File: config.mk
export PLATFORM = sky130hd
export DESIGN_NAME = two_axis_scan_stepper_sequencer
export DESIGN_NICKNAME = d
export VERILOG_FILES = /design/src/design/tsss_pkg.sv /design/src/design/tsss_quad.sv /design/src/design/tsss_cfg.sv /design/src/design/tsss_seq.sv /design/src/design/two_axis_scan_stepper_sequencer.sv
export SDC_FILE = /design/constraint.sdc
export NUM_CORES = 1
export LEC_CHECK = 0
export ABC_AREA = 1
export BUFFER_PORTS_ARGS = -buffer_cell sky130_fd_sc_hd__buf_2
export CAP_MARGIN = 20
export CORE_UTILIZATION = 60
export CTS_CLUSTER_DIAMETER = 150
export DETAILED_ROUTE_END_ITERATION = 16
export PLACE_DENSITY = 0.76
export SETUP_SLACK_MARGIN = 0.1
export SLEW_MARGIN = 10
export SYNTH_ARGS = -nofsm -noshare
export SYNTH_HDL_FRONTEND = slang
export SYNTH_SLANG_ARGS = --single-unit
File: constraint.sdc
create_clock -name aclk -period 14.2 [get_ports aclk]
set_input_delay 0.71 -clock aclk [delete_from_list [all_inputs] [get_ports aclk]]
set_output_delay 0.71 -clock aclk [all_outputs]
set_load 0.02 [all_outputs]
File: src/design/tsss_pkg.sv
// Package for the two-axis scan stepper sequencer.
// Holds the item structs, the configuration set, mode and phase types and codes.
// No dependencies; tsss_cfg, tsss_seq and the top level import it.
package tsss_pkg;

    // Configuration port widths and register indexes
    localparam int unsigned CFG_INDEX_W = 3;
    localparam int unsigned CFG_DATA_W  = 21;

    localparam logic [CFG_INDEX_W-1:0] REG_FORWARD_TARGET  = 3'd0;
    localparam logic [CFG_INDEX_W-1:0] REG_BACKWARD_TARGET = 3'd1;
    localparam logic [CFG_INDEX_W-1:0] REG_TOLERANCE       = 3'd2;
    localparam logic [CFG_INDEX_W-1:0] REG_DWELL_MS        = 3'd3;
    localparam logic [CFG_INDEX_W-1:0] REG_STOP_MS         = 3'd4;

    // Reset values of the configuration registers
    localparam logic signed [20:0] FORWARD_TARGET_RST  = 21'sd1000;
    localparam logic signed [20:0] BACKWARD_TARGET_RST = -21'sd1000;
    localparam logic [7:0]         TOLERANCE_RST       = 8'd5;
    localparam logic [15:0]        DWELL_MS_RST        = 16'd2000;
    localparam logic [15:0]        STOP_MS_RST         = 16'd4000;

    // Command bytes
    localparam logic [7:0] CMD_HOME = 8'h30;
    localparam logic [7:0] CMD_SCAN = 8'h31;

    // Drive codes
    localparam logic [1:0] DRV_BRAKE = 2'd0;
    localparam logic [1:0] DRV_BACK  = 2'd1;
    localparam logic [1:0] DRV_FWD   = 2'd2;

    // Millisecond counter saturates at its all-ones value
    localparam int unsigned ELAPSED_W = 17;
    localparam logic [ELAPSED_W-1:0] ELAPSED_MAX = '1;

    typedef enum logic [1:0] {
        MODE_IDLE = 2'd0,
        MODE_HOME = 2'd1,
        MODE_SCAN = 2'd2
    } mode_t;

    typedef enum logic [1:0] {
        PH_UNHOMED = 2'd0,
        PH_HOMED   = 2'd1,
        PH_FWD     = 2'd2,
        PH_BACK    = 2'd3
    } phase_t;

    typedef struct packed {
        logic       cmd_valid;
        logic [7:0] cmd_byte;
        logic       ms_tick;
        logic       limit_home_one;
        logic       limit_far_one;
        logic       limit_home_two;
        logic       stop_switch;
        logic       enc_one_a;
        logic       enc_one_b;
        logic       enc_two_a;
        logic       enc_two_b;
    } in_item_t;

    typedef struct packed {
        logic [1:0]         drive_one;
        logic [1:0]         drive_two;
        logic               step_done;
        logic signed [31:0] pos_one;
        logic signed [31:0] pos_two;
        logic [1:0]         phase_one;
    } out_item_t;

    typedef struct packed {
        logic signed [20:0] forward_target;
        logic signed [20:0] backward_target;
        logic [7:0]         tolerance;
        logic [15:0]        dwell_ms;
        logic [15:0]        stop_ms;
    } cfg_t;

endpackage

File: src/design/tsss_quad.sv
// Quadrature step for one encoder: adds the net count of one level change to a position.
// Depends on no other file; positions are 32 bits wide and wrap around.
module tsss_quad (
    input  logic [31:0] pos_in,
    input  logic        a,
    input  logic        b,
    input  logic        prev_a,
    input  logic        prev_b,
    output logic [31:0] pos_out
);

    logic signed [2:0] step_a;
    logic signed [2:0] step_b;
    logic signed [2:0] step_sum;

    // A change on A counts up when A and B differ; a change on B counts up when they match.
    always_comb begin
        step_a = 3'sd0;
        step_b = 3'sd0;
        if (a != prev_a) begin
            step_a = (a != b) ? 3'sd1 : -3'sd1;
        end
        if (b != prev_b) begin
            step_b = (a == b) ? 3'sd1 : -3'sd1;
        end
        step_sum = step_a + step_b;
    end

    assign pos_out = pos_in + {{29{step_sum[2]}}, step_sum};

endmodule

File: src/design/tsss_cfg.sv
// Configuration register file for the scan sequencer.
// Depends on tsss_pkg for register indexes, reset values and the cfg_t set.
module tsss_cfg
    import tsss_pkg::*;
(
    input  logic                   aclk,
    input  logic                   aresetn,
    input  logic                   cfg_valid,
    input  logic [CFG_INDEX_W-1:0] cfg_index,
    input  logic [CFG_DATA_W-1:0]  cfg_data,
    output cfg_t                   cfg
);

    cfg_t cfg_reg;

    // One write per cycle; unknown indexes are ignored.
    always_ff @(posedge aclk) begin
        if (!aresetn) begin
            cfg_reg.forward_target  <= FORWARD_TARGET_RST;
            cfg_reg.backward_target <= BACKWARD_TARGET_RST;
            cfg_reg.tolerance       <= TOLERANCE_RST;
            cfg_reg.dwell_ms        <= DWELL_MS_RST;
            cfg_reg.stop_ms         <= STOP_MS_RST;
        end else if (cfg_valid) begin
            case (cfg_index)
                REG_FORWARD_TARGET:  cfg_reg.forward_target  <= cfg_data;
                REG_BACKWARD_TARGET: cfg_reg.backward_target <= cfg_data;
                REG_TOLERANCE:       cfg_reg.tolerance       <= cfg_data[7:0];
                REG_DWELL_MS:        cfg_reg.dwell_ms        <= cfg_data[15:0];
                REG_STOP_MS:         cfg_reg.stop_ms         <= cfg_data[15:0];
                default: ;
            endcase
        end
    end

    assign cfg = cfg_reg;

endmodule

File: src/design/tsss_seq.sv
// Sequencer state and per-item logic: encoder decode, ms timer, homing and raster scan.
// Depends on tsss_pkg and instantiates tsss_quad for each axis.
module tsss_seq
    import tsss_pkg::*;
(
    input  logic      aclk,
    input  logic      aresetn,
    input  logic      advance,
    input  in_item_t  item,
    input  cfg_t      cfg,
    output out_item_t result
);

    mode_t                mode_reg, mode_next;
    phase_t               phase_reg, phase_next;
    logic                 homed_two_reg, homed_two_next;
    logic                 pending_reg, pending_next;
    logic                 armed_reg, armed_next;
    logic [31:0]          pos_one_reg, pos_one_next;
    logic [31:0]          pos_two_reg, pos_two_next;
    logic [ELAPSED_W-1:0] elapsed_reg, elapsed_next;
    logic [1:0]           drive_one_reg, drive_one_next;
    logic [1:0]           drive_two_reg, drive_two_next;
    logic [3:0]           last_enc_reg, last_enc_next;
    logic                 primed_reg, primed_next;
    logic                 done_next;

    logic [31:0]          quad_one;
    logic [31:0]          quad_two;
    logic signed [31:0]   p1;
    logic signed [31:0]   p2;
    logic signed [31:0]   fw_ext, bk_ext, tol_ext;
    logic signed [31:0]   fw_hi, fw_lo, bk_hi, bk_lo;
    logic [ELAPSED_W-1:0] dwell_ext, stop_ext;
    mode_t                cmd_mode;

    tsss_quad u_quad_one (
        .pos_in  (pos_one_reg),
        .a       (item.enc_one_a),
        .b       (item.enc_one_b),
        .prev_a  (last_enc_reg[0]),
        .prev_b  (last_enc_reg[1]),
        .pos_out (quad_one)
    );

    tsss_quad u_quad_two (
        .pos_in  (pos_two_reg),
        .a       (item.enc_two_a),
        .b       (item.enc_two_b),
        .prev_a  (last_enc_reg[2]),
        .prev_b  (last_enc_reg[3]),
        .pos_out (quad_two)
    );

    // Target windows and time limits at the comparison widths.
    always_comb begin
        fw_ext    = {{11{cfg.forward_target[20]}}, cfg.forward_target};
        bk_ext    = {{11{cfg.backward_target[20]}}, cfg.backward_target};
        tol_ext   = {24'd0, cfg.tolerance};
        fw_hi     = fw_ext + tol_ext;
        fw_lo     = fw_ext - tol_ext;
        bk_hi     = bk_ext + tol_ext;
        bk_lo     = bk_ext - tol_ext;
        dwell_ext = {1'b0, cfg.dwell_ms};
        stop_ext  = {1'b0, cfg.stop_ms};
    end

    // Command decode; anything but home or scan idles the sequencer.
    always_comb begin
        case (item.cmd_byte)
            CMD_HOME: cmd_mode = MODE_HOME;
            CMD_SCAN: cmd_mode = MODE_SCAN;
            default:  cmd_mode = MODE_IDLE;
        endcase
    end

    // Next state. The rules run in a fixed order and later rules override earlier ones;
    // the window comparisons use the positions after decoding, before any zeroing.
    always_comb begin
        primed_next    = 1'b1;
        last_enc_next  = {item.enc_two_b, item.enc_two_a, item.enc_one_b, item.enc_one_a};
        pos_one_next   = primed_reg ? quad_one : pos_one_reg;
        pos_two_next   = primed_reg ? quad_two : pos_two_reg;
        p1             = pos_one_next;
        p2             = pos_two_next;
        elapsed_next   = elapsed_reg;
        if (item.ms_tick && (elapsed_reg != ELAPSED_MAX)) begin
            elapsed_next = elapsed_reg + 1'b1;
        end
        mode_next      = item.cmd_valid ? cmd_mode : mode_reg;
        phase_next     = phase_reg;
        homed_two_next = homed_two_reg;
        pending_next   = pending_reg;
        armed_next     = armed_reg;
        drive_one_next = drive_one_reg;
        drive_two_next = drive_two_reg;
        done_next      = 1'b0;

        case (mode_next)
            MODE_HOME: begin
                // Drive each axis forward until its home switch closes.
                if (phase_next == PH_UNHOMED) begin
                    drive_one_next = DRV_FWD;
                    if (item.limit_home_one) begin
                        drive_one_next = DRV_BRAKE;
                        phase_next     = PH_HOMED;
                        pos_one_next   = '0;
                    end
                end
                if (!homed_two_next) begin
                    drive_two_next = DRV_FWD;
                    if (item.limit_home_two) begin
                        drive_two_next = DRV_BRAKE;
                        homed_two_next = 1'b1;
                        pos_two_next   = '0;
                    end
                end
            end
            MODE_SCAN: begin
                // Dwell at the home switch after homing, then start backward.
                if (item.limit_home_one && (phase_next == PH_HOMED)) begin
                    if (elapsed_next <= dwell_ext) begin
                        drive_one_next = DRV_BRAKE;
                    end else begin
                        elapsed_next = '0;
                        pos_one_next = '0;
                        phase_next   = PH_BACK;
                    end
                end
                // Backward servo of axis one, with the far switch reversal.
                if ((phase_next == PH_HOMED) || (phase_next == PH_BACK)) begin
                    if (p1 > bk_hi) begin
                        drive_one_next = DRV_BACK;
                        armed_next     = 1'b1;
                    end else if (p1 < bk_lo) begin
                        drive_one_next = DRV_FWD;
                    end else if (elapsed_next <= dwell_ext) begin
                        drive_one_next = DRV_BRAKE;
                        if (armed_next) begin
                            done_next  = 1'b1;
                            armed_next = 1'b0;
                        end
                    end else begin
                        elapsed_next = '0;
                        pos_one_next = '0;
                    end
                    if (item.limit_far_one) begin
                        if (elapsed_next <= stop_ext) begin
                            pending_next   = 1'b1;
                            drive_one_next = DRV_BRAKE;
                        end else begin
                            elapsed_next = '0;
                            pos_one_next = '0;
                            pos_two_next = '0;
                            phase_next   = PH_FWD;
                        end
                    end
                end
                // Forward servo of axis one.
                if (phase_next == PH_FWD) begin
                    if (p1 < fw_lo) begin
                        drive_one_next = DRV_FWD;
                        armed_next     = 1'b1;
                    end else if (p1 > fw_hi) begin
                        drive_one_next = DRV_BACK;
                    end else if (elapsed_next <= dwell_ext) begin
                        drive_one_next = DRV_BRAKE;
                        if (armed_next) begin
                            done_next  = 1'b1;
                            armed_next = 1'b0;
                        end
                    end else begin
                        elapsed_next = '0;
                        pos_one_next = '0;
                    end
                end
                // Home switch reversal while going forward.
                if (item.limit_home_one && (phase_next == PH_FWD)) begin
                    if (elapsed_next <= dwell_ext) begin
                        pending_next   = 1'b1;
                        drive_one_next = DRV_BRAKE;
                    end else begin
                        elapsed_next = '0;
                        pos_one_next = '0;
                        pos_two_next = '0;
                        phase_next   = PH_BACK;
                    end
                end
                // Axis two takes its backward step when asked.
                if (pending_next) begin
                    if (p2 > bk_hi) begin
                        drive_two_next = DRV_BACK;
                    end else if (p2 < bk_lo) begin
                        drive_two_next = DRV_FWD;
                    end else begin
                        drive_two_next = DRV_BRAKE;
                        pending_next   = 1'b0;
                    end
                end
                // Stop switch brakes and unhomes both axes.
                if (item.stop_switch) begin
                    drive_one_next = DRV_BRAKE;
                    drive_two_next = DRV_BRAKE;
                    phase_next     = PH_UNHOMED;
                    homed_two_next = 1'b0;
                end
            end
            default: ;
        endcase
    end

    // Result item assembled from the next state.
    always_comb begin
        result.drive_one = drive_one_next;
        result.drive_two = drive_two_next;
        result.step_done = done_next;
        result.pos_one   = pos_one_next;
        result.pos_two   = pos_two_next;
        result.phase_one = phase_next;
    end

    // Control state, updated once per item taken into the result register.
    always_ff @(posedge aclk) begin
        if (!aresetn) begin
            mode_reg      <= MODE_IDLE;
            phase_reg     <= PH_UNHOMED;
            homed_two_reg <= 1'b0;
            pending_reg   <= 1'b0;
            armed_reg     <= 1'b0;
            pos_one_reg   <= '0;
            pos_two_reg   <= '0;
            elapsed_reg   <= '0;
            drive_one_reg <= DRV_BRAKE;
            drive_two_reg <= DRV_BRAKE;
            last_enc_reg  <= '0;
            primed_reg    <= 1'b0;
        end else if (advance) begin
            mode_reg      <= mode_next;
            phase_reg     <= phase_next;
            homed_two_reg <= homed_two_next;
            pending_reg   <= pending_next;
            armed_reg     <= armed_next;
            pos_one_reg   <= pos_one_next;
            pos_two_reg   <= pos_two_next;
            elapsed_reg   <= elapsed_next;
            drive_one_reg <= drive_one_next;
            drive_two_reg <= drive_two_next;
            last_enc_reg  <= last_enc_next;
            primed_reg    <= primed_next;
        end
    end

`ifndef ASSERT_OFF
    // The held drives only ever carry brake, backward or forward.
    a_drive_codes: assert property (@(posedge aclk) disable iff (!aresetn)
        (drive_one_reg != 2'd3) && (drive_two_reg != 2'd3))
        else $error("held drive carries an undefined code");

    // The encoder history is loaded by the first item and never cleared afterwards.
    a_primed: assert property (@(posedge aclk) disable iff (!aresetn)
        advance |=> primed_reg)
        else $error("encoder history not primed after an item");
`endif

endmodule

File: src/design/two_axis_scan_stepper_sequencer.sv
// Top level of the two-axis scan stepper sequencer: handshakes, input and result registers.
// Depends on tsss_pkg and instantiates tsss_cfg and tsss_seq.
//
// Takes one tick item per clock cycle while m_ready is held high and returns exactly one
// result item per tick. An item is held in the input register, where the sequencer
// evaluates it against the stored state, and leaves through the result register, which
// shows the result on m_valid until m_ready takes it; a stalled result keeps the item
// waiting in the input register. The sustained rate of one item per cycle is set by the
// sequencer updating its state once per item. Configuration writes are taken in any cycle
// (cfg_ready is always high) and must only be issued while no item is in flight.
module two_axis_scan_stepper_sequencer
    import tsss_pkg::*;
(
    input  logic                   aclk,
    input  logic                   aresetn,
    input  logic                   s_valid,
    output logic                   s_ready,
    input  in_item_t               s_data,
    output logic                   m_valid,
    input  logic                   m_ready,
    output out_item_t              m_data,
    input  logic                   cfg_valid,
    output logic                   cfg_ready,
    input  logic [CFG_INDEX_W-1:0] cfg_index,
    input  logic [CFG_DATA_W-1:0]  cfg_data
);

    logic      in_valid_reg;
    in_item_t  in_item_reg;
    logic      out_valid_reg;
    out_item_t out_item_reg;
    logic      advance;
    cfg_t      cfg;
    out_item_t result;

    // An item moves on when the result register is empty or being emptied.
    assign advance   = in_valid_reg && (!out_valid_reg || m_ready);
    assign s_ready   = !in_valid_reg || advance;
    assign m_valid   = out_valid_reg;
    assign m_data    = out_item_reg;
    assign cfg_ready = 1'b1;

    tsss_cfg u_cfg (
        .aclk      (aclk),
        .aresetn   (aresetn),
        .cfg_valid (cfg_valid),
        .cfg_index (cfg_index),
        .cfg_data  (cfg_data),
        .cfg       (cfg)
    );

    tsss_seq u_seq (
        .aclk    (aclk),
        .aresetn (aresetn),
        .advance (advance),
        .item    (in_item_reg),
        .cfg     (cfg),
        .result  (result)
    );

    // Input register.
    always_ff @(posedge aclk) begin
        if (!aresetn) begin
            in_valid_reg <= 1'b0;
        end else if (s_ready) begin
            in_valid_reg <= s_valid;
        end
    end

    always_ff @(posedge aclk) begin
        if (s_valid && s_ready) begin
            in_item_reg <= s_data;
        end
    end

    // Result register.
    always_ff @(posedge aclk) begin
        if (!aresetn) begin
            out_valid_reg <= 1'b0;
        end else if (advance) begin
            out_valid_reg <= 1'b1;
        end else if (m_ready) begin
            out_valid_reg <= 1'b0;
        end
    end

    always_ff @(posedge aclk) begin
        if (advance) begin
            out_item_reg <= result;
        end
    end

`ifndef ASSERT_OFF
    // An empty input register always takes an item.
    a_empty_ready: assert property (@(posedge aclk) disable iff (!aresetn)
        !in_valid_reg |-> s_ready)
        else $error("input stage empty but not ready");

    // With both stages full and the result stalled, no item may be taken.
    a_no_overrun: assert property (@(posedge aclk) disable iff (!aresetn)
        (in_valid_reg && out_valid_reg && !m_ready) |-> !s_ready)
        else $error("item taken while both stages are full");

    // Every item moved on shows up as a result in the next cycle.
    a_result_follows: assert property (@(posedge aclk) disable iff (!aresetn)
        advance |=> m_valid)
        else $error("item moved on without a result");
`endif

endmodule
# Word level (Yosys, flattened, before mapping)
# Index checks and enable logic that the tools add are counted.
# totals
regBits,270
latchBits,0
mem_bits_rw,0
mem_bits_ro,0
inputBits,47
out_inout_bits,74
elab_cells,231
mem_count,0
# classes
addsub,9
mul,0
div_mod_pow,0
order_cmp,11
n_eq_ne,22
shifts,0
n_mux,132
bitwise,0
reduce_logical,21
# ops
operator,count
two-way mux 32 bit,26
two-way mux 17 bit,21
case mux 32 bit (2 select lines),2
> comparator 32 bit,3
less-than comparator 32 bit,3
less-or-equal comparator 17 x 16 -> 1 bit,5
two-way mux 2 bit,37
adder 32 bit,2
adder 21 x 9 -> 22 bit,2
subtractor 21 x 9 -> 22 bit,2
two-way mux 1 bit,33
two-way mux 3 bit,8
adder 17 x 1 -> 17 bit (second input constant),1
inequality test 17 bit (second input constant),1
equality test 8 x 6 -> 1 bit (second input constant),2
case mux 2 bit (2 select lines),4
AND reduction 2 bit,6
adder 3 bit,2
equality test 2 x 1 -> 1 bit (second input constant),3
equality test 2 bit (second input constant),3
equality test 3 x 2 -> 1 bit (second input constant),2
inequality test 1 bit,6
logical AND 1 bit,5
nonzero test 2 bit,2
10 further kinds,14

# Depth between registers and ports, before layout
# depth
ltp_word,31
mapped_depth,91
mapped_depth_nobuf,86

# Cells and area by module
# A second synthesis with hierarchy kept.
# unflattened
cells_unflattened,3907
hier_area_um2,26295.2
# by_module_without_submodules
mod,instances,cells_per_inst,area_each_um2,seq_area_each_um2
tsss_seq,1,2279,15150.8,1941.9
tsss_quad,2,538,2577.5,0.0
tsss_cfg,1,448,3210.6,1641.6
two_axis_scan_stepper_sequencer,1,104,2778.9,2712.6

# Worst setup path after synthesis
# Ideal clock, no wire load.
# synth_timing
kind,flip-flop to flip-flop
from,"register u_cfg.cfg_reg, in the netlist u_cfg.cfg[33]"
to,"register out_item_reg, in the netlist m_data[68], data pin"
setup_ps,251
arrival_time_ps,11052
required_time_ps,13949
setup_slack_ps,2897
stages_incl_launch_ff,83
n_path_buf,4
period_less_slack_ps,11303
cell_sequence,dfxtp_1 inv_1 ha_1 inv_1 a21oi_1 o21bai_1 a21oi_1 o21bai_1 a21oi_1 o21bai_1 nand2_1 a21oi_1 nand4_1 nor2_1 inv_1 nor2_1 nand2_1 o31ai_1 (+47 left out) inv_1 ha_1 a21oi_1 o21ai_0 a31oi_1 nor2_1 o21bai_1 o211ai_1 nand2_1 a21boi_0 o32ai_1 nand3_1 nand2_1 nand2_1 nand3_1 nand2_1 nand2_1 inv_1
# synth_lines
element,line,source
from (decl),tsss_cfg.sv:14,cfg_t cfg_reg;
to (signal assigned),two_axis_scan_stepper_sequencer.sv:89,out_item_reg <= result;
to (decl),two_axis_scan_stepper_sequencer.sv:31,out_item_t out_item_reg;

# Worst setup path after layout
# layout_timing
from,register in_item_reg[2] (netlist name)
to,register u_seq.pos_one_reg[29]
# layout_between
elab_chain_cells,26
elab_cells_between_ends,54
cone_classes,2 x add/sub; 7 x order compare; 4 x eq/ne; 40 x mux; 1 x reduce/logical
# layout_rtl
element,line,source
from (decl),two_axis_scan_stepper_sequencer.sv:29,in_item_t in_item_reg;
from (signal assigned),two_axis_scan_stepper_sequencer.sv:72,in_item_reg <= s_data;
inequality test 1 bit or equality test 1 bit (tied branches),"tsss_quad.sv:21, tsss_quad.sv:24",
"two-way mux 3 bit, on equally long branches","tsss_quad.sv:21, tsss_quad.sv:24",
"two-way mux 3 bit, on equally long branches","tsss_quad.sv:20, tsss_quad.sv:23",
adder 3 bit (*),tsss_quad.sv:26,step_sum = step_a + step_b;
adder 32 bit (*),tsss_quad.sv:29,"assign pos_out = pos_in + {{29{step_sum[2]}}, step_sum};"
two-way mux 32 bit (*),tsss_seq.sv:82,pos_one_next = primed_reg ? quad_one : pos_one_reg;
less-than comparator 32 bit,tsss_seq.sv:135,end else if (p1 < bk_lo) begin
two-way mux 17 bit,tsss_seq.sv:135,
(+10 left out),n/a,
two-way mux 17 bit,tsss_seq.sv:164,end else if (p1 > fw_hi) begin
two-way mux 17 bit,tsss_seq.sv:161,if (p1 < fw_lo) begin
two-way mux 17 bit,tsss_seq.sv:160,if (phase_next == PH_FWD) begin
two-way mux 17 bit,tsss_seq.sv:99,case (mode_next)
less-or-equal comparator 17 x 16 -> 1 bit,tsss_seq.sv:179,if (elapsed_next <= dwell_ext) begin
two-way mux 32 bit,tsss_seq.sv:179,
two-way mux 32 bit,tsss_seq.sv:178,if (item.limit_home_one && (phase_next == PH_FWD)) begin
case mux 32 bit (2 select lines) (*),tsss_seq.sv:99,
to (signal assigned),tsss_seq.sv:243,pos_one_reg <= pos_one_next;
to (decl),tsss_seq.sv:19,"logic [31:0] pos_one_reg, pos_one_next;"
# Every way passes the cells marked *; elsewhere a longest branch is shown, timed or not. The select of a mux whose other input is x is not followed.
# A chain may end at the register's enable or synchronous reset.

==> results.md <==
Placed design:
- Routability-driven placement finished with a final weighted congestion of 0.955.
- The count of buffers added on input and output ports is 119.
- At the placement stage, the worst setup path has a slack of 0.848 ns.
- The HPWL after detailed placement is 48.2 mm.

STA:
- The maximum clock frequency is 78.8 MHz.
- Counting I/O delays and the setup requirement, the final critical path takes 12.68 ns.
- The setup-violating endpoint count in the final report is 0.
- The count of final hold-check violations is 0.
- The worst hold slack across all endpoints is 0.310 ns.
- The final max-slew violation count is 0.
- Setup repair after global routing left no endpoint under its margin.
- Setup slack closes at 1.52 ns.
- The worst path uses 89.3% of the clock period.
- The final worst clock skew is 0.0321 ns.
- The worst-case headroom to the max-slew limit is 28.6%.
- For the pin with the worst max-slew slack, the measured transition is 1.07 ns.
- The accumulated negative setup slack is 0 ns.

Power and ir drop:
- For this design the ratio of total power to cell area is 111 nW/um^2.
- The leakage component of the power is 0.0124 uW.
- The peak supply drop is 0.0000913 V.
- Summing internal, switching and leakage power gives 2710 uW.

Synthesis:
- The average instance in the mapped netlist occupies 7.46 sq um.
- The cell taking the most area after synthesis is ha_1.
- In the synthesized netlist the dominant register cell turns out to be dfxtp_1.
- The proportion of synthesized chip area in sequential cells is 28.2%.
- Yosys printed 0 warnings.
- In this run the cell area of the synthesized design comes to 22,400 sq um.
- The count of unique library cells instantiated by Yosys is 57.
- The net count after synthesis is 3,422.
- The most numerous cell in the Yosys netlist is nand2_1.
- For this run, asynchronously set or reset flops after synthesis account for 0%.
- The synthesized design contains 270 register bits.
- In the post-synthesis netlist, the biggest area contributors are ha_1, dfxtp_1, edfxtp_1, nand2_1, a21oi_1.
- In this run, synthesis inferred 89 flip-flops with an integrated enable.
- The cell count after synthesis is 2,998.
- In this run the biggest area consumer among cell types represents 20.8% of the synthesized area.
- The commonest cells after synthesis are nand2_1, ha_1, a21oi_1.

Setup path:
- Together, buffers and inverters on the worst path number 10.
- The required arrival time at the worst endpoint is 14.68 ns.
- The startpoint type of the worst setup path is a flip-flop.
- Grouping stages by cell kind, the critical path spends the most delay in simple AND/OR/NAND/NOR gates.
- The cell seen most often among critical-path stages is nand2_1.
- The peak fanout along the critical path is 32.
- The cell at the slowest stage of the critical path is edfxtp_1.
- The category of the critical setup timing path is flip-flop to flip-flop.
- The worst setup path is captured at a flip-flop.
- The critical path arrival is 13.17 ns.
- The delay contributed by the slowest stage of the critical path is 0.44 ns.

Worst hold path:
- In this run the worst hold path is classified as input port to flip-flop.

Route:
- Summed over all layers, the routed wires come to 62.6 mm.
- The total iterations of the first detailed-routing run is 5.
- The number of DRC markers after the initial detailed-route iteration is 1,322.
- The routed length per placed instance is 17.5 um.
- The post-detailed-route via-to-cell ratio is 5.83.
- After detailed routing, the met2 layer carries 30.5 mm of wire.
- The final route contains 20,800 vias.
- In this run the top signal layer used is met4.
- In the detailed route, the total length drawn on met3 is 3.03 mm.
- In the routed design, unresolved DRC markers number 0.
- In the final routing, the length of wire on met1 measures 25.9 mm.
- The detail route stage leaves a number of antenna-violating nets equal to 0.

Run status:
- The run finished with clean final reports.

Layout:
- The register with the most flip-flops in the layout has 82 of them.
- Compared with the post-synthesis result, the final layout area differs by 9.01%.
- The net count of the finished layout is 3,505.
- Cells with a size suffix above 1 make up 7.86% of the layout.
- The number of inserted diodes is 0.
- Counting the fill cells in the layout gives 3,281.

Die:
- The floorplan has 70 rows.
- The area of the die is 38,000 sq um.
- The floorplan die height is 195 um.
- The die is 195 um wide.
- The core region area is 36,600 sq um.
- Pin placement for this block handled 121 I/O pins.
- The initial cell density of the core is 61.1%.

Clocking:
- Clock-pin slew was measured on the worst setup and hold paths at 0.07 ns.
- The tree built by TritonCTS fans out to 270 sinks.
- The number of levels in the clock H-tree is 1.
- For the worst-skew pair, the clock arrives at the later sink with an insertion delay of 0.59 ns.
- After clock tree synthesis, the flow added hold-fix buffers numbering 0.
- The clock tree from TritonCTS is done.
- The cell sitting at the root of the clock tree is a clkbuf_16.
- The TritonCTS buffer count is 30.
- The number of buffers on the longest clock path is 3.

Global routing:
- For this run, the total global-route usage over all layers was measured as 33.0%.
- The largest net degree at the start of global routing is 126.
- The overflow left after global routing is 0.
- The first global-routing pass estimated 102 mm of wire.
- The initial antenna violation count is 1.
- The via count of the first global-routing pass was 20,400.

Run:
- The max capacitance violation total is 0.
-- worst paths after layout --
| kind | startpoint | endpoint | slack, ns | cells after the start |
|---|---|---|---|---|
| setup / recovery | in_item_reg[2] | u_seq.pos_one_reg[29] | 1.52 | 82 |
| hold / removal | s_data[6] | in_item_reg[6] | 0.31 | 1 |
| setup reg to reg | in_item_reg[2] | u_seq.pos_one_reg[29] | 1.52 | 82 |
| hold reg to reg | u_cfg.cfg[14] | u_cfg.cfg[14] | 0.46 | 2 |
-- layer usage --
layer | track usage (%) | vias to the layer above
li1 | - | 10400
met1 | 39.8 | 9668
met2 | 58.6 | 611
met3 | 2.90 | 171
met4 | 17.0 | 0
met5 | 0 | -
-- layout by cell type, fill, tap and decap left out, drive strengths merged, types with 26 or more instances in the layout --
cell type / netlist / final
edfxtp: 89 / 89
a21oi: 347 / 347
nor2: 181 / 181
o211ai: 30 / 30
xor2: 109 / 109
nand2: 640 / 640
nand4: 40 / 40
ha: 371 / 371
o21ai: 245 / 245
nand3: 123 / 123
clkbuf: 69 / 38
xnor2: 26 / 26
buf: 18 / 138
dfxtp: 181 / 181
inv: 342 / 344
nor3: 38 / 38
-- power breakdown --
| part | total (uW) | switching (uW) | internal (uW) |
|---|---|---|---|
| registers | 887 | 31.6 | 856 |
| logic | 1030 | 669 | 360 |
| clock network | 794 | 334 | 460 |
-- kinds of logic after synthesis --
family | Yosys count | share of synthesized area, %
fa+ha+maj | 377 | 21.3
mux | 2 | 0.101
other cells | 1 | 0.0168
flops | 270 | 28.2
simple gates | 1066 | 20.2
buf+inv | 430 | 7.50
xor+xnor | 135 | 5.29
compound gates | 717 | 17.4
-- what timing repair did --
item,CTS,global route
hold endpoints to repair,0,0
setup endpoints to repair,0,156
buffers inserted,0,0
resized for setup,0,8
-- stage by stage --
stage | util (%) | std cells | instance area [sq um]
after floorplan | - | 2998 | 22400
after global placement | 63.7 | 3515 | 23300
after detailed placement | 63.7 | 3515 | 23300
after CTS | 66.4 | 3571 | 24300
after global routing | 66.6 | 3573 | 24400
final | 66.6 | 3573 | 24400
-- cell type report --
| type | instances | area (sq um) | share of cell area [%] |
|---|---|---|---|
| clock inverter | 18 | 181 | 0.744 |
| inverter | 343 | 1290 | 5.30 |
| tap | 468 | 586 | 2.40 |
| multi-input combinational | 2298 | 14400 | 59.2 |
| clock buffer | 38 | 812 | 3.33 |
| timing repair buffer | 138 | 772 | 3.17 |
| sequential | 270 | 6300 | 25.8 |
-- worst register-to-register path: cells and delay by family (launching register included) --
kind,cells,cell delay (ns)
DFF,1,0.44
and+or+nand+nor,40,4.42
muxes,1,0.38
buffers and inverters,10,1.70
AOI/OAI and AO/OA,22,3.31
adders and majority gates,6,1.67
xor gates and xnor gates,3,0.68
No activity file was read; power rests on OpenSTA's default activity.
